## config.mk

```make
export PLATFORM = sky130hd
export DESIGN_NAME = biorthogonal_code_codec_unit
export DESIGN_NICKNAME = d
export VERILOG_FILES = /design/src/hw/rtl/bocc_pkg.sv /design/src/hw/rtl/bocc_corr.sv /design/src/hw/rtl/biorthogonal_code_codec_unit.sv
export VERILOG_INCLUDE_DIRS = /design/src /design/src/hw/rtl
export SDC_FILE = /design/constraint.sdc
export NUM_CORES = 1
export LEC_CHECK = 0
export BUFFER_PORTS_ARGS = -buffer_cell sky130_fd_sc_hd__buf_2
export CORE_UTILIZATION = 56
export DETAILED_ROUTE_END_ITERATION = 6
export PLACE_DENSITY = 0.88
export SLEW_MARGIN = 10
export SYNTH_ARGS = -nofsm -noshare
export SYNTH_HDL_FRONTEND = slang
export SYNTH_SLANG_ARGS = --single-unit
```

## constraint.sdc

```tcl
create_clock -name clk -period 3.4 [get_ports clk]
set_clock_uncertainty 0.15 [all_clocks]
set_input_delay 0.34 -clock clk [delete_from_list [all_inputs] [get_ports clk]]
set_output_delay 0.34 -clock clk [all_outputs]
set_load 0.01 [all_outputs]
```

## src/hw/rtl/biorthogonal_code_codec_unit_macros.svh

```systemverilog
// Assertion macros used by the codec top-level RTL file.
`ifndef BIORTHOGONAL_CODE_CODEC_UNIT_MACROS_SVH
`define BIORTHOGONAL_CODE_CODEC_UNIT_MACROS_SVH

// Same-cycle implication, sampled on clk, off while arst_n is low.
`define BOCC_ASSERT_IMPL(label, ante, cons) \
	label: assert property (@(posedge clk) disable iff (!arst_n) (ante) |-> (cons)) \
		else $error("bocc: same-cycle check failed");

// Next-cycle implication, sampled on clk, off while arst_n is low.
`define BOCC_ASSERT_NEXT(label, ante, cons) \
	label: assert property (@(posedge clk) disable iff (!arst_n) (ante) |=> (cons)) \
		else $error("bocc: next-cycle check failed");

`endif

```

## src/hw/rtl/bocc_pkg.sv

```systemverilog
// Package: code sizes, port and candidate types, codebook and minimum-pick functions of the codec.
`default_nettype none
package bocc_pkg;

	localparam int MSG_BITS  = 4;
	localparam int NBITS     = 1 << (MSG_BITS - 1);
	localparam int DIST_W    = $clog2(NBITS + 1);
	localparam int TREE_LVLS = MSG_BITS - 1;
	localparam int S2_LVLS   = TREE_LVLS / 2;
	localparam int S2_CNT    = NBITS >> S2_LVLS;
	localparam int MSG_W     = 4;
	localparam int CW_W      = 8;

	typedef logic [NBITS-1:0]    code_t;
	typedef logic [MSG_BITS-2:0] row_t;
	typedef logic [MSG_BITS-1:0] idx_t;
	typedef logic [DIST_W-1:0]   dist_t;
	typedef logic [MSG_W-1:0]    msg_port_t;
	typedef logic [CW_W-1:0]     cw_port_t;

	typedef enum logic {
		FUNC_ENCODE = 1'b0,
		FUNC_DECODE = 1'b1
	} func_t;

	typedef struct packed {
		dist_t hd;
		idx_t  idx;
	} cand_t;

	// Codeword of a row in the top half: column c is set on even parity of row & c.
	function automatic code_t row_code(input row_t row);
		code_t w;
		row_t  col;
		w = '0;
		for (int c = 0; c < NBITS; c++) begin
			col = row_t'(c);
			w[NBITS-1-c] = ~(^(row & col));
		end
		return w;
	endfunction

	// Full codebook entry: the bottom half is the complement of its top-half row.
	function automatic code_t enc_code(input idx_t m);
		code_t w;
		w = row_code(m[MSG_BITS-2:0]);
		if (m[MSG_BITS-1]) begin
			w = ~w;
		end
		return w;
	endfunction

	// Smaller distance wins; on a tie the lower codeword index wins.
	function automatic cand_t pick_min(input cand_t a, input cand_t b);
		cand_t r;
		r = a;
		if ((b.hd < a.hd) || ((b.hd == a.hd) && (b.idx < a.idx))) begin
			r = b;
		end
		return r;
	endfunction

endpackage
`default_nettype wire

```

## src/hw/rtl/bocc_corr.sv

```systemverilog
// Hamming distance of the received word to every top-half codebook row.
`default_nettype none
module bocc_corr (
	input  bocc_pkg::code_t rx,
	output bocc_pkg::dist_t row_hd [bocc_pkg::NBITS]
);
	import bocc_pkg::*;

	always_comb begin
		for (int r = 0; r < NBITS; r++) begin
			row_hd[r] = dist_t'($countones(rx ^ row_code(row_t'(r))));
		end
	end

endmodule
`default_nettype wire

```

## src/hw/rtl/biorthogonal_code_codec_unit.sv

```systemverilog
// Top level: pipelined biorthogonal (first-order Reed-Muller) encoder and decoder.
//
// Input channel: in_valid / in_stall carry func, message_in and received_word.
// A beat moves on a rising edge with in_valid high and in_stall low.
// func encode maps message_in to its codeword; func decode returns the index
// of the nearest codeword (first one at minimum Hamming distance).
// Output channel: out_valid / out_stall carry codeword_out and message_out;
// the field not used by the operation reads zero.
// Pipeline: stage 1 holds the distances to the top-half rows (and the encoded
// word), stage 2 the per-row pick against the complement plus the first level
// of the minimum tree, stage 3 the rest of the tree and is the output register.
// Throughput: one beat per cycle, set by the three-stage pipeline advancing
// every cycle while the receiver takes results.
// Stall: each stage holds while the one after it is full and held, so a
// bubble is squeezed out; in_stall rises only when all three stages are full
// and out_stall is high. Nothing is lost or repeated.
// Reset: arst_n clears the stage valid bits; the data registers are not reset.
`default_nettype none
`include "biorthogonal_code_codec_unit_macros.svh"
module biorthogonal_code_codec_unit (
	input  logic                         clk,
	input  logic                         arst_n,
	input  logic                         in_valid,
	output logic                         in_stall,
	input  logic                         func,
	input  logic [bocc_pkg::MSG_W-1:0]   message_in,
	input  logic [bocc_pkg::CW_W-1:0]    received_word,
	output logic                         out_valid,
	input  logic                         out_stall,
	output logic [bocc_pkg::CW_W-1:0]    codeword_out,
	output logic [bocc_pkg::MSG_W-1:0]   message_out
);
	import bocc_pkg::*;

	// Stage enables: advance a stage when it is empty or its successor moves.
	logic en1, en2, en3;

	logic  v_s1, v_s2, v_s3;
	func_t func_s1, func_s2;
	code_t cw_s1, cw_s2;
	dist_t dist_s1 [NBITS];
	cand_t cand_s2 [S2_CNT];
	cw_port_t  cw_s3;
	msg_port_t msg_s3;

	code_t rx;
	dist_t dist_c [NBITS];
	cand_t tree2 [NBITS];
	cand_t tree3 [S2_CNT];

	assign en3 = !v_s3 || !out_stall;
	assign en2 = !v_s2 || en3;
	assign en1 = !v_s1 || en2;
	assign in_stall = !en1;

	// Drop received bits above the code length.
	assign rx = code_t'(received_word);

	bocc_corr u_corr (
		.rx     (rx),
		.row_hd (dist_c)
	);

	// Valid bits.
	always_ff @(posedge clk or negedge arst_n) begin
		if (!arst_n) begin
			v_s1 <= 1'b0;
			v_s2 <= 1'b0;
			v_s3 <= 1'b0;
		end else begin
			if (en1) begin
				v_s1 <= in_valid;
			end
			if (en2) begin
				v_s2 <= v_s1;
			end
			if (en3) begin
				v_s3 <= v_s2;
			end
		end
	end

	// Stage 1: distances to the top-half rows, encoded word.
	always_ff @(posedge clk) begin
		if (en1) begin
			func_s1 <= func_t'(func);
			cw_s1   <= enc_code(idx_t'(message_in));
			dist_s1 <= dist_c;
		end
	end

	// Stage 2: each row against its complement (distance NBITS - d), then
	// the first levels of the minimum tree.
	always_comb begin
		for (int i = 0; i < NBITS; i++) begin
			tree2[i].hd  = dist_s1[i];
			tree2[i].idx = idx_t'(i);
			if ((dist_t'(NBITS) - dist_s1[i]) < dist_s1[i]) begin
				tree2[i].hd  = dist_t'(NBITS) - dist_s1[i];
				tree2[i].idx = {1'b1, row_t'(i)};
			end
		end
		for (int lv = 0; lv < S2_LVLS; lv++) begin
			for (int i = 0; i < (NBITS >> (lv + 1)); i++) begin
				tree2[i] = pick_min(tree2[2*i], tree2[2*i+1]);
			end
		end
	end

	always_ff @(posedge clk) begin
		if (en2) begin
			func_s2 <= func_s1;
			cw_s2   <= cw_s1;
			for (int i = 0; i < S2_CNT; i++) begin
				cand_s2[i] <= tree2[i];
			end
		end
	end

	// Stage 3: rest of the tree, then zero the field the operation does not use.
	always_comb begin
		for (int i = 0; i < S2_CNT; i++) begin
			tree3[i] = cand_s2[i];
		end
		for (int lv = 0; lv < TREE_LVLS - S2_LVLS; lv++) begin
			for (int i = 0; i < (S2_CNT >> (lv + 1)); i++) begin
				tree3[i] = pick_min(tree3[2*i], tree3[2*i+1]);
			end
		end
	end

	always_ff @(posedge clk) begin
		if (en3) begin
			if (func_s2 == FUNC_DECODE) begin
				cw_s3  <= '0;
				msg_s3 <= msg_port_t'(tree3[0].idx);
			end else begin
				cw_s3  <= cw_port_t'(cw_s2);
				msg_s3 <= '0;
			end
		end
	end

	assign out_valid    = v_s3;
	assign codeword_out = cw_s3;
	assign message_out  = msg_s3;

	`BOCC_ASSERT_IMPL(a_stall_only_full, in_stall, v_s1 && v_s2 && v_s3 && out_stall)
	`BOCC_ASSERT_NEXT(a_accept_fills_s1, in_valid && !in_stall, v_s1)
	`BOCC_ASSERT_NEXT(a_s2_moves_out, v_s2 && en3, out_valid)
	`BOCC_ASSERT_IMPL(a_one_field_used, out_valid, codeword_out == '0 || message_out == '0)

endmodule
`default_nettype wire

```

# Word level (Yosys, flattened, before mapping)
# Memory sizes are Yosys's and may differ from the RTL's.
# Index checks and enable logic that the tools add are counted.
dict set report classes {
  add_sub_neg 61
  eq_ne 7
  n_reduce_logical 29
  magnitude_cmp 22
  muxes 18
  n_bitwise 16
}
# op count
set ops {}
lappend ops {{$mux W8} 14}
lappend ops {{$add A4 B4 Y4} 24}
lappend ops {{$lt A4 B4 Y1} 22}
lappend ops {{$add A1 B1 Y2} 29}
lappend ops {{$sub A4 B4 Y4 const A} 8}
lappend ops {{$eq A4 B4 Y1} 7}
lappend ops {{$not A4 Y4} 7}
lappend ops {{$reduce_xor A3 Y1} 7}
lappend ops {{$not A8 Y8} 2}
lappend ops {{$logic_or A1 B1 Y1} 10}
lappend ops {{$logic_and A1 B1 Y1} 7}
lappend ops {{$mux W7} 1}
lappend ops {{$not A1 Y1} 7}
lappend ops {{$logic_not A1 Y1} 5}
lappend ops {{$mux W4} 1}
lappend ops {{$mux W1} 2}
dict set report word_totals {
  mem_bits_rw 32
  out_inout_bits 14
  regBits 65
  inputBits 17
  memories 1
}
# memory depth word_bits read_ports rd_clocked_by_memory_dff wr line
set mem_list {}
lappend mem_list {cand_s2 4 8 4 0 4 biorthogonal_code_codec_unit.sv:42} ;# cand_t cand_s2 [S2_CNT];

# Depth between registers and ports, before layout
# An unclocked memory read counts as a cell.
dict set report depth {
  word_depth 9
  depth_mapped 16
  ltp_nobuf 16
}

# Modules after synthesis
# Synthesis repeated with hierarchy kept, for this count alone.
dict set report unflattened {
  hier_cells 550
  area_unflattened_um2 6550.0
}
# mod seq_area_each_um2 area_each_um2 cells_per_inst n_inst
set modules_own_cells {}
lappend modules_own_cells {biorthogonal_code_codec_unit 2657.5 5089.9 399 1}
lappend modules_own_cells {bocc_corr 0.0 1460.2 151 1}

# Worst setup path after synthesis
# No wires, ideal clock.
dict set report synth_timing {
  path_type {reg-to-reg}
  from {register dist_s1[24] (netlist bit)}
  to {memory cand_s2[0][6] (netlist bit) (data pin)}
  setup_ns 0.260
  arrival_ns 3.240
  synth_period_minus_slack_ns 3.650
  path_slack_ns -0.250
  stages_incl_launch_ff 15
  cell_sequence {edfxtp_1 or3_4 ha_1 xnor2_1 o31ai_1 mux2i_1 inv_1 ha_1 nor2b_1 o21ai_0 nand2b_1 a21oi_1 a31o_2 buf_4 mux2_4}
}
# item line
set synth_lines {}
lappend synth_lines {{start: declaration} biorthogonal_code_codec_unit.sv:41} ;# dist_t dist_s1 [NBITS];
lappend synth_lines {{start signal: assignment} biorthogonal_code_codec_unit.sv:88} ;# dist_s1 <= dist_c;
lappend synth_lines {{end: declaration} biorthogonal_code_codec_unit.sv:42}

==> metrics <==
status=finished, violations left; failing checks=negative setup slack; largest net degree at the start of global routing=42; total core area=0.0104 mm^2; crit start category=flip-flop; worst hold margin=10.0 ps; RSZ-0062 raised after global routing=true; Ports=31; Max Root-Sink Buffers=2; vias in the first global route=4418; total of max-cap violations=0; GRT Total Usage=0.237; routed vias/inst=5.75; min Tclk post-route=3760 ps; Hold WC Path Type=in -> reg; clk sink count=87; Worst path max stage delay=480 ps; Rows=37; antenna cells=0; most area-hungry cell type in the Yosys netlist=edfxtp_1; period utilization=1.11; Critical path buffers and inverters=2; mapped cell area=0.00600 mm^2; wire per inst=20.0 um; Final GP Congestion=0.853; FF/Latch Area=0.00260 mm^2; Overflow after GRT=0; H-Tree Depth=3; CP Max Fanout=4; number of synthesized flops with an enable pin=84; crit path capture type=flip-flop; height of the chip=106 um; #FFs+latches synth=87; crit-path cells=buf_6 -> or3_4 -> ha_4 -> xnor2_2 -> nor3_2 -> nor2_2 -> mux2i_2 -> inv_1 -> ha_4 -> nor2b_4 -> o21a_1 -> o21ai_2 -> nand2b_1 -> o31ai_4 -> mux2_4; area grow syn2layout=26.9%; Num CTS Buffers=9; clock-pin slew on the worst setup and hold paths=100 ps; most frequent CP cell=ha_4; CP required=3380 ps; max-slew violations=0; clock latency on the worst-skew pair=370 ps; final wirelength=14.7 mm; DRT antenna net count=0; DP HPWL=8.67 mm; Starting DRT DRC Count=278; first-pass GRT wire length=20.0 mm; cells taking the most area after synthesis=edfxtp_1 42%, ha_1 18%, fa_1 9.7%; final core occ=0.734; multi-input logic area=0.00356 mm^2; Root Driver=clkbuf_8; Die X=106 um; Slowest-stage cell, CP=edfxtp_1; Starting Density=0.579; Post-Route Setup TNS=-4610 ps; arrival time worst endpoint=3750 ps; Nets=727; sequential area share after synthesis=0.433; final instance area=0.00762 mm^2; Port Buf Inserts=30; share of layout cells above drive strength 1=0.360; final hold vios=0; Yosys Warn Count=0; relative max-transition margin=0.636; Syn Inst Count=470; final setup vio count=24; die area=0.0111 mm^2; CP Class=reg -> reg; Slew @ Worst Pin=546 ps; Synth top area share=0.420; vias after detailed routing=4220; Syn Area/Cell=12.8 um^2; DR pass1 iterations=5; delay-heaviest family, CP=simple AND/OR/NAND/NOR gates; initial antenna violation count=0; ys async rst share=0.0345; post-route worst setup slack=-364 ps; Post-Syn Nets=604; FMAX=266 MHz; number of remaining DRC errors=0; DP Area=0.00670 mm^2; TritonCTS clock tree=built; Netlist cell types=41; Primary FF master, synth=edfxtp_1; fillers=593
==> state kept, by name, indices dropped and copies added, names as in the netlist <==
signal	cells
v_s1	1
v_s2	1
cw_s2	8
func_s1	1
cw_s1	8
out_valid	1
codeword_out	8
cand_s2	24
dist_s1	30
message_out	4
func_s2	1
==> through the flow <==
step	instances	setup WS, ps
after global placement	677	28.1
after global routing	734	-471
after CTS	723	-92.8
after detailed placement	677	-186
after floorplan	470	-16.0
final	734	-364
==> worst paths after layout <==
check | startpoint | end | slack (ps) | depth (start not counted)
max in group asynchronous | arst_n | v_s2 | 2870 | 2
min in group asynchronous | arst_n | v_s1 | 130 | 2
max reg2reg | dist_s1[24] | cand_s2[1][6] | -360 | 15
min reg2reg | cw_s1[4] | cw_s2[4] | 280 | 0
max | dist_s1[24] | cand_s2[1][6] | -360 | 15
min | in_valid | v_s1 | 10 | 2
==> cells in the mapped netlist, types with 2 or more instances <==
cell,count
ha_1,88
edfxtp_1,84
inv_1,73
fa_1,29
mux2i_1,20
xnor2_1,20
nand2_1,18
o21ai_0,16
nor2b_1,15
a21oi_1,14
nand2b_1,9
nor2_1,9
mux2_4,8
or3_4,8
nand4_1,6
nor3_1,6
mux2_2,5
o21a_1,5
a21oi_2,3
dfrtp_1,3
o21ai_1,3
o31ai_4,3
or2_4,3
xor2_1,3
a211oi_1,2
o211ai_1,2
==> layout by cell type (no fill, tap or decap), types with 11 or more instances in the layout <==
master	synthesis	routed
a21oi_1	14	11
inv_1	73	71
nor2b_1	15	11
fa_1	29	29
mux2i_1	20	11
xnor2_1	20	11
ha_4	0	15
o21ai_0	16	11
nand2_1	18	18
ha_1	88	72
edfxtp_1	84	84
buf_4	1	75
buf_2	0	30
==> final cells by class <==
cell class / instances / share of cell area
clock buffer: 10 / 0.0168
clock inverter: 6 / 0.0100
inverter: 73 / 0.0360
multi-input combinational: 308 / 0.467
sequential: 87 / 0.341
tap: 136 / 0.0223
timing repair buffer: 114 / 0.107
==> kinds of logic after synthesis <==
kind of cell,count (synthesis),share of synthesized area
flops,87,0.433
mux,33,0.0627
simple gates,79,0.0782
buf+inv,75,0.0475
compound gates,56,0.0652
fa+ha+maj,117,0.280
xor+xnor,23,0.0336
==> metal layers <==
layer | part of all wire | GRT usage | vias to the layer above
met2 | 0.54 | 0.459 | 210
met4 | 0.058 | 0.144 | 0
li1 | - | - | 1891
met1 | 0.35 | 0.237 | 2033
met3 | 0.055 | 0.0353 | 86
met5 | 0 | 0 | -
==> worst register-to-register path: stages (launching register included) <==
cell and delay (ps):
edfxtp_1 480, buf_6 170, or3_4 350, ha_4 290
xnor2_2 120, nor3_2 80, nor2_2 160, mux2i_2 310
inv_1 120, ha_4 240, nor2b_4 130, o21a_1 180
o21ai_2 140, nand2b_1 150, o31ai_4 130, mux2_4 340
==> repair_timing <==
item,in CTS,in global routing
cloned,0,0
pin swaps,18,24
hold buffers,2,0
hold endpoints to repair,4,0
setup endpoints to repair,16,24
buffers inserted,28,11
resized for setup,24,39
Power is left out: the tool's default activity adds up to more than one toggle a clock period on the data nets, which glitch-free logic cannot reach.
